## src/hw/rtl/iafp_pkg.sv

```systemverilog
package iafp_pkg;

  localparam logic [7:0] HDR_BYTE   = 8'h55;
  localparam logic [7:0] ANGLE_TYPE = 8'h53;
  localparam int         FRAME_LEN  = 11;
  localparam logic [3:0] LAST_POS   = 4'(FRAME_LEN - 1);

  localparam int QUEUE_DEPTH = 2;

  // (2^24 - 1) / 85 is exact, so d * RECIP_85 >> 24 is d / 85 or one below it.
  localparam int         RECIP_SHIFT = 24;
  localparam logic [17:0] RECIP_85   = 18'd197379;
  localparam logic [22:0] TEMP_DIV   = 23'd85;
  localparam logic [22:0] TEMP_BIAS  = 23'd2097205;
  localparam logic [16:0] TEMP_SHIFT = 17'd15393;
  localparam logic signed [21:0] ANGLE_MUL = 22'sd45;

  typedef struct packed {
    logic signed [15:0] roll;
    logic signed [15:0] pitch;
    logic signed [15:0] yaw;
    logic signed [15:0] temp;
  } raw_frame_t;

  typedef struct packed {
    logic full;
    logic empty;
  } queue_status_t;

endpackage

```

## src/hw/rtl/iafp_front.sv

```systemverilog
module iafp_front import iafp_pkg::*; (
  input  logic          clk,
  input  logic          rst_n,
  input  logic          in_valid,
  output logic          in_ready,
  input  logic [7:0]    in_rx_byte,
  input  queue_status_t q_status,
  output logic          push,
  output raw_frame_t    push_frame
);

  logic [3:0] pos_r, pos_nxt;
  logic [7:0] sum_r, sum_nxt;
  logic [7:0] frame_r [FRAME_LEN - 1];
  logic       accept;
  logic       hunting;
  logic       body_byte;

  assign in_ready  = !((pos_r == LAST_POS) && q_status.full);
  assign accept    = in_valid && in_ready;
  assign hunting   = (pos_r == 4'd0) || (pos_r > LAST_POS);
  assign body_byte = !hunting && (pos_r < LAST_POS);

  always_comb begin
    pos_nxt = pos_r;
    sum_nxt = sum_r;
    push    = 1'b0;
    if (accept) begin
      if (hunting) begin
        if (in_rx_byte == HDR_BYTE) begin
          pos_nxt = 4'd1;
          sum_nxt = in_rx_byte;
        end else begin
          pos_nxt = 4'd0;
        end
      end else if (body_byte) begin
        pos_nxt = pos_r + 4'd1;
        sum_nxt = sum_r + in_rx_byte;
      end else begin
        pos_nxt = 4'd0;
        push    = (frame_r[1] == ANGLE_TYPE) && (sum_r == in_rx_byte);
      end
    end
  end

  assign push_frame.roll  = {frame_r[3], frame_r[2]};
  assign push_frame.pitch = {frame_r[5], frame_r[4]};
  assign push_frame.yaw   = {frame_r[7], frame_r[6]};
  assign push_frame.temp  = {frame_r[9], frame_r[8]};

  always_ff @(posedge clk) begin
    if (!rst_n) begin
      pos_r <= 4'd0;
      sum_r <= 8'd0;
    end else begin
      pos_r <= pos_nxt;
      sum_r <= sum_nxt;
    end
  end

  always_ff @(posedge clk) begin
    if (accept && (body_byte || (hunting && (in_rx_byte == HDR_BYTE)))) begin
      frame_r[hunting ? 4'd0 : pos_r] <= in_rx_byte;
    end
  end

  a_pos_range: assert property (@(posedge clk) disable iff (!rst_n)
    pos_r <= LAST_POS) else $error("byte position out of range");

  a_push_at_end: assert property (@(posedge clk) disable iff (!rst_n)
    push |-> (accept && (pos_r == LAST_POS) && !q_status.full))
    else $error("frame pushed away from the checksum word");

  a_hunt_drop: assert property (@(posedge clk) disable iff (!rst_n)
    (accept && hunting && (in_rx_byte != HDR_BYTE)) |=> (pos_r == 4'd0))
    else $error("non-header word left the hunt");

endmodule

```

## src/hw/rtl/iafp_queue.sv

```systemverilog
module iafp_queue import iafp_pkg::*; #(
  parameter int Depth = QUEUE_DEPTH
) (
  input  logic          clk,
  input  logic          rst_n,
  input  logic          push,
  input  raw_frame_t    push_frame,
  input  logic          pop,
  output raw_frame_t    head_frame,
  output queue_status_t q_status
);

  localparam int PtrW = (Depth > 1) ? $clog2(Depth) : 1;
  localparam int CntW = $clog2(Depth + 1);

  raw_frame_t        mem_r [Depth];
  logic [PtrW-1:0]   wr_ptr_r, wr_ptr_nxt;
  logic [PtrW-1:0]   rd_ptr_r, rd_ptr_nxt;
  logic [CntW-1:0]   count_r, count_nxt;

  assign q_status.full  = (count_r == CntW'(Depth));
  assign q_status.empty = (count_r == '0);
  assign head_frame     = mem_r[rd_ptr_r];

  always_comb begin
    wr_ptr_nxt = wr_ptr_r;
    rd_ptr_nxt = rd_ptr_r;
    count_nxt  = count_r;
    if (push) begin
      wr_ptr_nxt = (wr_ptr_r == PtrW'(Depth - 1)) ? '0 : wr_ptr_r + PtrW'(1);
    end
    if (pop) begin
      rd_ptr_nxt = (rd_ptr_r == PtrW'(Depth - 1)) ? '0 : rd_ptr_r + PtrW'(1);
    end
    if (push && !pop) begin
      count_nxt = count_r + CntW'(1);
    end else if (pop && !push) begin
      count_nxt = count_r - CntW'(1);
    end
  end

  always_ff @(posedge clk) begin
    if (!rst_n) begin
      wr_ptr_r <= '0;
      rd_ptr_r <= '0;
      count_r  <= '0;
    end else begin
      wr_ptr_r <= wr_ptr_nxt;
      rd_ptr_r <= rd_ptr_nxt;
      count_r  <= count_nxt;
    end
  end

  always_ff @(posedge clk) begin
    if (push) begin
      mem_r[wr_ptr_r] <= push_frame;
    end
  end

  a_count_bound: assert property (@(posedge clk) disable iff (!rst_n)
    count_r <= CntW'(Depth)) else $error("queue count overflow");

  a_no_overfill: assert property (@(posedge clk) disable iff (!rst_n)
    push |-> !q_status.full) else $error("push into a full queue");

  a_no_underrun: assert property (@(posedge clk) disable iff (!rst_n)
    pop |-> !q_status.empty) else $error("pop from an empty queue");

endmodule

```

## src/hw/rtl/iafp_back.sv

```systemverilog
module iafp_back import iafp_pkg::*; (
  input  logic                clk,
  input  logic                rst_n,
  input  queue_status_t      q_status,
  input  raw_frame_t          head_frame,
  output logic                pop,
  output logic                out_valid,
  input  logic                out_ready,
  output logic signed [16:0]  out_roll_angle,
  output logic signed [16:0]  out_pitch_angle,
  output logic signed [16:0]  out_yaw_angle,
  output logic signed [16:0]  out_temperature
);

  logic               s1_valid_r, s1_valid_nxt;
  logic               out_valid_r, out_valid_nxt;
  logic signed [16:0] s1_roll_r, s1_pitch_r, s1_yaw_r;
  logic [21:0]        s1_dividend_r;
  logic [15:0]        s1_quot_r;
  logic signed [16:0] roll_r, pitch_r, yaw_r, temp_r;

  logic               out_adv;
  logic               s1_adv;
  logic signed [21:0] roll_prod, pitch_prod, yaw_prod;
  logic [22:0]        dividend_sum;
  logic [39:0]        recip_prod;
  logic [22:0]        remainder;
  logic [16:0]        quot;

  assign out_adv = !out_valid_r || out_ready;
  assign s1_adv  = s1_valid_r && out_adv;
  assign pop     = !q_status.empty && (!s1_valid_r || out_adv);

  // Floor of raw * 45 / 32 is an arithmetic shift of the product.
  assign roll_prod  = 22'(head_frame.roll) * ANGLE_MUL;
  assign pitch_prod = 22'(head_frame.pitch) * ANGLE_MUL;
  assign yaw_prod   = 22'(head_frame.yaw) * ANGLE_MUL;

  // The bias keeps the dividend positive so that the quotient floors.
  assign dividend_sum = {head_frame.temp[15], head_frame.temp, 6'b0} + TEMP_BIAS;
  assign recip_prod   = 40'(dividend_sum[21:0]) * 40'(RECIP_85);

  assign remainder = 23'(s1_dividend_r) - 23'(s1_quot_r) * TEMP_DIV;
  assign quot      = 17'(s1_quot_r) + 17'(remainder >= TEMP_DIV);

  always_comb begin
    s1_valid_nxt  = s1_valid_r;
    out_valid_nxt = out_valid_r;
    if (out_adv) begin
      out_valid_nxt = s1_valid_r;
    end
    if (pop) begin
      s1_valid_nxt = 1'b1;
    end else if (s1_adv) begin
      s1_valid_nxt = 1'b0;
    end
  end

  always_ff @(posedge clk) begin
    if (!rst_n) begin
      s1_valid_r  <= 1'b0;
      out_valid_r <= 1'b0;
    end else begin
      s1_valid_r  <= s1_valid_nxt;
      out_valid_r <= out_valid_nxt;
    end
  end

  always_ff @(posedge clk) begin
    if (pop) begin
      s1_roll_r     <= roll_prod[21:5];
      s1_pitch_r    <= pitch_prod[21:5];
      s1_yaw_r      <= yaw_prod[21:5];
      s1_dividend_r <= dividend_sum[21:0];
      s1_quot_r     <= recip_prod[RECIP_SHIFT +: 16];
    end
    if (s1_adv) begin
      roll_r  <= s1_roll_r;
      pitch_r <= s1_pitch_r;
      yaw_r   <= s1_yaw_r;
      temp_r  <= signed'(quot - TEMP_SHIFT);
    end
  end

  assign out_valid       = out_valid_r;
  assign out_roll_angle  = roll_r;
  assign out_pitch_angle = pitch_r;
  assign out_yaw_angle   = yaw_r;
  assign out_temperature = temp_r;

  a_remainder_bound: assert property (@(posedge clk) disable iff (!rst_n)
    s1_valid_r |-> (remainder < (TEMP_DIV << 1)))
    else $error("reciprocal quotient off by more than one");

  a_stage_hold: assert property (@(posedge clk) disable iff (!rst_n)
    (s1_valid_r && !out_adv) |=> s1_valid_r)
    else $error("first stage lost a frame while stalled");

  a_pop_space: assert property (@(posedge clk) disable iff (!rst_n)
    pop |-> (!s1_valid_r || out_adv))
    else $error("frame popped into an occupied stage");

endmodule

```

## src/hw/rtl/imu_angle_frame_parser.sv

```systemverilog
// Takes one serial word per cycle and returns one result, three angles and a temperature
// in 1/256 units, for each 11-word frame of type 0x53 whose checksum matches; other frames
// and words outside a frame are dropped without a trace. The byte assembler accepts a word
// every cycle and stalls only on the checksum word while the frame queue (QueueDepth
// entries) is full. With the queue empty and the output free, a frame whose checksum word
// is taken is written into the frame queue, moves from the queue into the conversion stage
// and from there reaches the output register.
module imu_angle_frame_parser import iafp_pkg::*; #(
  parameter int QueueDepth = QUEUE_DEPTH
) (
  input  logic               clk,
  input  logic               rst_n,
  input  logic               in_valid,
  output logic               in_ready,
  input  logic [7:0]         in_rx_byte,
  output logic               out_valid,
  input  logic               out_ready,
  output logic signed [16:0] out_roll_angle,
  output logic signed [16:0] out_pitch_angle,
  output logic signed [16:0] out_yaw_angle,
  output logic signed [16:0] out_temperature
);

  queue_status_t q_status;
  logic          push;
  logic          pop;
  raw_frame_t    push_frame;
  raw_frame_t    head_frame;

  iafp_front u_front (
    .clk        (clk),
    .rst_n      (rst_n),
    .in_valid   (in_valid),
    .in_ready   (in_ready),
    .in_rx_byte (in_rx_byte),
    .q_status   (q_status),
    .push       (push),
    .push_frame (push_frame)
  );

  iafp_queue #(
    .Depth (QueueDepth)
  ) u_queue (
    .clk        (clk),
    .rst_n      (rst_n),
    .push       (push),
    .push_frame (push_frame),
    .pop        (pop),
    .head_frame (head_frame),
    .q_status   (q_status)
  );

  iafp_back u_back (
    .clk             (clk),
    .rst_n           (rst_n),
    .q_status        (q_status),
    .head_frame      (head_frame),
    .pop             (pop),
    .out_valid       (out_valid),
    .out_ready       (out_ready),
    .out_roll_angle  (out_roll_angle),
    .out_pitch_angle (out_pitch_angle),
    .out_yaw_angle   (out_yaw_angle),
    .out_temperature (out_temperature)
  );

endmodule
```

## config.mk

```make
export PLATFORM = sky130hd
export DESIGN_NAME = imu_angle_frame_parser
export DESIGN_NICKNAME = d
export VERILOG_FILES = /design/src/hw/rtl/iafp_pkg.sv /design/src/hw/rtl/iafp_front.sv /design/src/hw/rtl/iafp_queue.sv /design/src/hw/rtl/iafp_back.sv /design/src/hw/rtl/imu_angle_frame_parser.sv
export SDC_FILE = /design/constraint.sdc
export NUM_CORES = 1
export LEC_CHECK = 0
export BUFFER_PORTS_ARGS = -buffer_cell sky130_fd_sc_hd__buf_2
export CORE_UTILIZATION = 35
export CTS_CLUSTER_DIAMETER = 40
export DETAILED_ROUTE_END_ITERATION = 10
export MAX_ROUTING_LAYER = met4
export SLEW_MARGIN = 10
export SYNTH_ARGS = -nofsm -noshare
export SYNTH_HDL_FRONTEND = slang
export SYNTH_HIERARCHICAL = 1
export SYNTH_SLANG_ARGS = --single-unit
```

## constraint.sdc

```tcl
create_clock -name clk -period 5.7 [get_ports clk]
set_clock_uncertainty 0.05 [all_clocks]
set_input_delay 0.285 -clock clk [delete_from_list [all_inputs] [get_ports clk]]
set_output_delay 0.285 -clock clk [all_outputs]
set_load 0.05 [all_outputs]
```

# Word-level counts from Yosys, hierarchy flattened
# Memory sizes are Yosys's and may differ from the RTL's. A register that Yosys moved wholly into a read port is not among the register bits.
# Cells that the tools add are included.
# word_totals
register_bits	175
wordCells	91
memories	2
rom_bits	0
mem_bits_rw	208
inputBits	12
latch_bits	0
# classes
n_mul	5
n_shift	0
addsub	10
n_bitwise	0
order_cmp	3
muxes	22
reduce_logical	27
n_eq_ne	6
div	0
# mem_list
name	words	word_bits	read_ports	rd_clocked_by_memory_dff	write_ports	line_no	source
u_queue.mem_r	2	64	1	1	1	iafp_queue.sv:16	raw_frame_t mem_r [Depth];
u_front.frame_r	10	8	9	0	1	iafp_front.sv:14	logic [7:0] frame_r [FRAME_LEN - 1];
# ops
op	n
16-bit by 7-bit multiplier with 22-bit output, second input constant	3
22-bit by 18-bit multiplier with 40-bit output, second input constant	1
8-bit 2-to-1 mux	3
23-bit by 7-bit greater-or-equal comparator with 1-bit output, second input constant	1
16-bit by 7-bit multiplier with 23-bit output, second input constant	1
22-bit by 23-bit subtractor with 23-bit output	1
22-bit adder, second input constant	1
16-bit by 1-bit adder with 17-bit output	1
17-bit by 14-bit subtractor with 17-bit output, second input constant	1
8-bit by 7-bit equality test with 1-bit output, second input constant	2
1-bit 2-to-1 mux	14
4-bit 2-to-1 mux	3
1-bit logical AND	10
8-bit adder	1
8-bit equality test	1
1-bit zero test	7
2-bit nonzero test	3
4-bit by 1-bit adder with 4-bit output, second input constant	1
4-bit equality test, second input constant	1
4-bit greater-than comparator, second input constant	1
4-bit zero test	1
1-bit logical OR	4
4-bit less-than comparator, second input constant	1
2-bit 2-to-1 mux	2
7 further kinds	8

# Longest topological paths before layout
# Gate-level depths: netlist of run 1.
# logic_depth
ltp_word	11
depth_mapped	25
depth_no_buf	25

# Cells and area by module
# The synthesis of run 1 kept the hierarchy.
# by_module_without_submodules
module	area_each_um2	cells_per_inst	instances	seq_area_each_um2
iafp_back	16523.3	1529	1	4574.4
iafp_queue	4858.4	221	1	3943.8
iafp_front	3273.1	207	1	2402.3

# Worst setup path after synthesis of run 1
# Ideal clock, no wire load.
# synth_timing
path_type	register to register
from	register u_back.out_valid_r (netlist: u_back/out_valid)
to	register u_queue.count_r[1]
synth_period_minus_slack_ps	6088
setup_ps	70
arrival_ps	5968
path_slack_ps	-388
stages_incl_launch_ff	7
cell_sequence	dfxtp_1 > nor2b_1 > a21oi_1 > inv_1 > ha_1 > or3_1 > a21boi_1
# synth_via
elab_chain_cells	7
# synth_rtl
item	line_no	source
start, declared	iafp_back.sv:16	logic out_valid_r, out_valid_nxt;
start signal, assigned	iafp_back.sv:65	out_valid_r <= out_valid_nxt;
1-bit zero test (*)	iafp_back.sv:30	assign out_adv = !out_valid_r || out_ready;
1-bit logical OR (*)	iafp_back.sv:30	
1-bit logical OR (*)	iafp_back.sv:32	assign pop = !q_status.empty && (!s1_valid_r || out_adv);
1-bit logical AND (*)	iafp_back.sv:32	
via pop	imu_angle_frame_parser.sv:26	logic pop;
1-bit zero test	iafp_queue.sv:35	if (push && !pop) begin
1-bit logical AND	iafp_queue.sv:35	
2-bit 2-to-1 mux / 2-bit nonzero test (equally long branches)	-	
end signal, assigned	iafp_queue.sv:50	count_r <= count_nxt;
end, declared	iafp_queue.sv:19	logic [CntW-1:0] count_r, count_nxt;
# The timed path passes the listed nets; every way through them passes the cells marked *.
# A chain may end at the register's enable or synchronous reset.

# Final worst setup path of run 1
# layout_timing
from	register u_back.s1_quot_r[1]
to	register u_back.temp_r[9] (netlist: u_back/out_temperature[9]) (data pin)
# layout_via
elab_chain_cells	5
# layout_rtl
item	line_no	source
start, declared	iafp_back.sv:19	logic [15:0] s1_quot_r;
start signal, assigned	iafp_back.sv:75	s1_quot_r <= recip_prod[RECIP_SHIFT +: 16];
16-bit by 7-bit multiplier with 23-bit output	iafp_back.sv:43	assign remainder = 23'(s1_dividend_r) - 23'(s1_quot_r) * TEMP_DIV;
22-bit by 23-bit subtractor with 23-bit output	iafp_back.sv:43	
23-bit by 7-bit greater-or-equal comparator with 1-bit output	iafp_back.sv:44	assign quot = 17'(s1_quot_r) + 17'(remainder >= TEMP_DIV);
16-bit by 1-bit adder with 17-bit output (*)	iafp_back.sv:44	
17-bit by 14-bit subtractor with 17-bit output (*)	iafp_back.sv:81	temp_r <= signed'(quot - TEMP_SHIFT);
end signal, assigned	iafp_back.sv:81	
end, declared	iafp_back.sv:20	logic signed [16:0] roll_r, pitch_r, yaw_r, temp_r;
# Mark *: on every way between the ends. The rest lies on a longest branch, timed or not.

==> impl_metrics.toml, run 1 <==
[global_route]
met3_usage = 0.02243
met1_usage = 0.1766
grt.busiest_layer = "met2"
met2_usage = 0.2282
grt_pass1_wl_mm = 76.87
antenna_found_initial = 1
grtUsageTotal = 0.1385
overflow = 0
grt_pass1_vias = 15235
grt_max_degree = 65

[drt]
vias = 14656
wire_per_inst_um = 14.97
drt_iter0_drc = 747
route.detailed.drc = 0
antenna_left = 0
dr.pass1.iters = 5
vias_per_cell = 4.644
wl_mm = 47.26

[placed_design]
port_buffers = 81
dpl.hpwl_mm = 35.59
routabilityCongestion = 0.8774

[synthesis]
yosysUniqueCellTypes = 83
synth_warnings = 6
synth-seq-area-share = 0.4429
syn-cell-area_um2 = 24650
synth_area_per_cell_um2 = 12.60
synthCells = 1957
async_flop_share = 0
synthFlopType = "edfxtp_1"
syn_nets = 2479
synth_edf_count = 351
synth-seq-cells = 370

[layout]
antennaDiodeCount = 0
layout_commonest_cell = "inv_1"
seqCellArea_um2 = 10920
drive_gt1_frac = 0.1910
fillers = 6414
fin_nets = 2701
area_delta_synth_final_pct = 18.97
multi_input_area_um2 = 12490
layout_common_cells = "401 x inv_1, 351 x edfxtp_1, 330 x ha_1, 160 x fa_1, 93 x buf_4"

[clock_network]
insertion_delay_ns = 0.64
clockBufferDepth = 3
cts_buffers = 55
h-tree-depth = 2
cts.sinks = 370
cts_tree = "done"
clk_pin_slew_ns = 0.06
cts_root_buffer = "clkbuf_16"

[floorplanning]
die_h_um = 267.4
start_util = 0.3564
die_area_um2 = 71510
core_um2 = 69190
rows = 96
fp.dieW_um = 267.4
io_pins = 82

[timing]
fmax_mhz = 177.2
hold_viol_final = 0
worst_slew_pin_slew_ns = 0.9276
finalCritPeriodShare = 0.9899
drv_slew = 0
fin_setup_tns_ns = 0
finalCriticalPeriod_ns = 5.643
slew_headroom = 0.3816
finalSetupViolations = 0

[status]
outcome = "finished, final reports clean"

[critical_path]
cp_max_fo = 8
r2r_setup_slack_ns = 0.06
worstSetupPathType = "reg -> reg"
worstPathArrival_ns = 5.93
crit_path_end_kind = "flip-flop"
cp.required_ns = 5.99
cp-start-kind = "flip-flop"

[flow_run]
drv_cap = 0

[worst_hold_path]
worstHoldPathType = "in -> reg"
-- flip-flops by register name, indices dropped and copies added, names as in the netlist, named ones only --
register                flops
u_back/s1_roll_r           17
u_back/out_temperature     17
u_queue/rd_ptr_r            1
u_queue/count_r             2
u_back/s1_quot_r           16
u_front/sum_r               8
u_back/out_valid            1
u_front/pos_r               4
u_front/frame_r            72
u_back/s1_valid_r           1
u_back/out_pitch_angle     17
u_back/s1_dividend_r       16
u_back/s1_pitch_r          17
u_queue/mem_r             128
u_back/s1_yaw_r            17
u_queue/wr_ptr_r            1
u_back/out_roll_angle      17
u_back/out_yaw_angle       17
-- worst paths after layout --
check	from	end	depth (start not counted)
worst min-delay path	in_valid	u_front/pos_r[0]	3
worst max-delay path	u_back/s1_quot_r[1]	u_back/out_temperature[9]	22
worst max register to register	u_back/s1_quot_r[1]	u_back/out_temperature[9]	22
worst min register to register	u_back/s1_roll_r[16]	u_back/out_roll_angle[16]	0
-- timing repair --
item,CTS,global route
gates cloned,0,0
buffers inserted,3,18
resized for setup,8,68
endpoints found under the setup margin,9,24
hold buffers,3,0
pin swaps,6,38
hold endpoints to repair,7,0
-- per-stage QoR --
stage	instances	cell area (um^2)	hold WS [ns]	setup WS [ns]	utilization
final	3156	29330	0.04207	0.05745	0.4240
after global routing	3156	29330	0.01586	-0.07144	0.4240
after CTS	3138	28820	0.003769	0.009579	0.4166
after detailed placement	3029	26760	0.3552	-0.1564	0.3867
after global placement	3029	26760	0.3585	-0.1098	0.3867
after floorplan	1957	24680	0.3339	0.07398	-
-- synthesized netlist by cell type (3+ instances only) --
master / count / share of area
inv_1: 408 / 0.062
a21oi_1: 62 / 0.013
dfxtp_1: 19 / 0.015
and3_1: 9 / 0.0023
o21ai_0: 32 / 0.0065
nor3_1: 20 / 0.0041
xnor2_1: 63 / 0.022
fa_1: 160 / 0.13
a221oi_1: 3 / 0.0011
o21bai_1: 9 / 0.0027
buf_4: 3 / 0.00091
clkbuf_1: 6 / 0.00091
or3_1: 3 / 0.00076
buf_6: 8 / 0.0037
a31oi_1: 9 / 0.0023
mux2i_1: 8 / 0.0032
edfxtp_1: 351 / 0.43
nor2b_1: 17 / 0.0043
xor2_1: 34 / 0.012
o211ai_1: 4 / 0.0012
o2111ai_1: 4 / 0.0014
ha_1: 350 / 0.18
nand4b_1: 3 / 0.0011
buf_2: 3 / 0.00061
nor4_1: 10 / 0.0025
o21ai_1: 6 / 0.0012
nand2b_1: 6 / 0.0015
and2_1: 12 / 0.0030
mux2_2: 65 / 0.030
a211oi_1: 6 / 0.0018
o211a_1: 3 / 0.0012
or2_2: 4 / 0.0010
nor2_1: 66 / 0.010
nand3_1: 17 / 0.0035
nand4_1: 12 / 0.0030
o21a_1: 18 / 0.0055
and4_1: 3 / 0.0011
nand3b_1: 3 / 0.00091
a21o_1: 26 / 0.0079
nand2_1: 59 / 0.0090
-- worst max-delay path: stages (launching register included) --
cell	delay, ns
edfxtp_1	0.43
buf_4	0.20
ha_1	0.21
fa_1	0.47
ha_1	0.32
fa_1	0.54
inv_1	0.05
ha_1	0.37
o21a_1	0.17
o21a_1	0.24
o21ai_0	0.25
a21oi_1	0.11
nor4_1	0.28
o2111ai_1	0.19
a2111o_1	0.41
nor4_4	0.26
ha_2	0.24
nand2_2	0.06
nand2_2	0.14
nand2_2	0.07
or2_4	0.23
nand2_1	0.06
nand2_1	0.05
-- cells by family (layout without fill, tap and decap cells) --
family,count (synthesis),in the layout,share of synthesized area
AO/OA/AOI/OAI,218,218,0.05953
XOR/XNOR,97,97,0.03446
adder cells (fa/ha/maj),510,510,0.3075
buffers and inverters,428,696,0.06821
flip-flops,370,370,0.4429
multiplexers,73,73,0.03294
AND/OR/NAND/NOR,261,261,0.05440
-- layout make-up --
class                      count  area share
timing repair buffer         185     0.04261
clock buffer                  58     0.04731
sequential                   370      0.3724
multi-input combinational   1159      0.4260
clock inverter                45     0.01975
inverter                     408     0.05221
tap                          931     0.03971
-- routing by layer --
metal / wire, um / up-vias
met2: 22830 / 227
met3: 1850 / 74
met4: 994 / 0
met5: 0 / -
met1: 21580 / 7181
li1: - / 7174
Power of run 1 is not shown: default switching activity piles up to over one toggle a cycle in this logic, so the estimate is an artifact.
==> run 2, diff against run 1 <==
--- a/config.mk
+++ b/config.mk
@@ -6,6 +6,7 @@
 export NUM_CORES = 1
 export LEC_CHECK = 0
 export BUFFER_PORTS_ARGS = -buffer_cell sky130_fd_sc_hd__buf_2
+export CORE_ASPECT_RATIO = 1.5
 export CORE_UTILIZATION = 35
 export CTS_CLUSTER_DIAMETER = 40
 export DETAILED_ROUTE_END_ITERATION = 10
==> constraint.sdc (replaced) <==
create_clock -name clk -period 5.87 [get_ports clk]
set_clock_uncertainty 0.05 [all_clocks]
set_input_delay 0.2935 -clock clk [delete_from_list [all_inputs] [get_ports clk]]
set_output_delay 0.2935 -clock clk [all_outputs]
set_load 0.05 [all_outputs]
==> impl_metrics.toml, run 2 (synthesis results as in run 1) <==
[timing]
drv_slew = 0
slew_headroom = 0.2603
finalCriticalPeriod_ns = 5.631
worst_slew_pin_slew_ns = 1.101
hold_viol_final = 0
rsz0062_at_grt = "yes"
finalCritPeriodShare = 0.9593
finalWorstSetupSlack_ns = 0.2387
finalSetupViolations = 0
fmax_mhz = 177.6
fin_setup_tns_ns = 0

[layout]
final_core_util = 0.4069
layout_common_cells = "407 x inv_1, 351 x edfxtp_1, 344 x ha_1, 160 x fa_1, 81 x buf_2"
reg_top3 = "u_queue/mem_r (128), u_front/frame_r (72)"
fin_nets = 2652
drive_gt1_frac = 0.1543
layout_commonest_cell = "inv_1"
area_delta_synth_final_pct = 14.51
top_register = "u_queue/mem_r"
largest_reg_flops = 128
antennaDiodeCount = 0

[global_route]
grt_pass1_wl_mm = 78.78
grt_max_degree = 69
grtUsageTotal = 0.1429
antenna_found_initial = 0
overflow = 0
grt_pass1_vias = 15843

[clock_network]
insertion_delay_ns = 0.58
ctsHoldBuffers = 0
cts_tree = "done"
clockBufferDepth = 3
h-tree-depth = 2
cts_buffers = 43
cts.sinks = 370
clk_pin_slew_ns = 0.06
cts_root_buffer = "clkbuf_16"

[worst_hold_path]
worstHoldPathType = "in -> reg"
worstHoldStart = "in_rx_byte[0]"

[drt]
drt_iter0_drc = 646
route.detailed.drc = 0
dr.pass1.iters = 7
vias = 14474
wl_mm = 48.43
vias_per_cell = 4.724
wire_per_inst_um = 15.81
antenna_left = 0

[flow_run]
drv_cap = 0

[critical_path]
max_stage_delay_ns = 0.53
cp-start-kind = "flip-flop"
slowest_stage = "fa_1"
worstPathArrival_ns = 5.89
crit_path_end_kind = "flip-flop"
critical_path.top_delay_family = "adder cells"
startpoint = "u_back/s1_quot_r[1]"
critPathBufInv = 4
cp.required_ns = 6.13
r2r_start = "u_back/s1_quot_r[1]"
worstSetupPathType = "reg -> reg"
cp_max_fo = 3
crit_path_frequent_cell = "nand2_1"

[floorplanning]
core_um2 = 69390
rows = 118
die_h_um = 327.1
io_pins = 82
fp.dieW_um = 218.7
start_util = 0.3553
die_area_um2 = 71530

[placed_design]
routabilityCongestion = 0.8869
dpl.hpwl_mm = 37.04
port_buffers = 81
preCtsSetupSlack_ns = -0.05645

[status]
outcome = "finished, final reports clean"
[run 2: what timing repair did]
action	4_1_cts	5_1_grt
setup buffers	2	4
pin swaps	4	12
resized for setup	4	37
endpoints found under the setup margin	6	27
[run 2: path summary, 6_finish.rpt]
| check | endpoint | slack, ns | depth (start not counted) |
|---|---|---|---|
| setup reg to reg | u_back/out_temperature[9] | 0.24 | 25 |
| setup / recovery | u_back/out_temperature[9] | 0.24 | 25 |
| hold / removal | u_front/frame_r[7][0] | 0.08 | 1 |
| hold reg to reg | u_back/out_yaw_angle[16] | 0.37 | 0 |
[run 2: final cells by class]
type                    count  area [um^2]
clock buffers              53         1144
flip-flops and latches    370        10920
repair buffers            148        937.1
inverters                 408         1531
well taps                 900         1126
fillers                  6426        41160
multi-input cells        1159        12270
clock inverters            26        296.5
[run 2: metrics by stage]
stage                     area, um^2  cells  hold slack, ns
after floorplan                24660   1957          0.3424
after global placement         26540   2979          0.3541
after detailed placement       26540   2979          0.3545
after CTS                      28010   3060         0.05126
after global routing           28230   3064         0.06989
final                          28230   3064         0.08182
[run 2: metal layers]
metal,vias up,GRT usage,part of all wire
li1,7052,-,-
met1,7112,0.1455,0.38
met2,217,0.2710,0.55
met3,93,0.01569,0.028
met4,0,0.06235,0.042
met5,-,-,0
Power of run 2 is left out for the same reason.
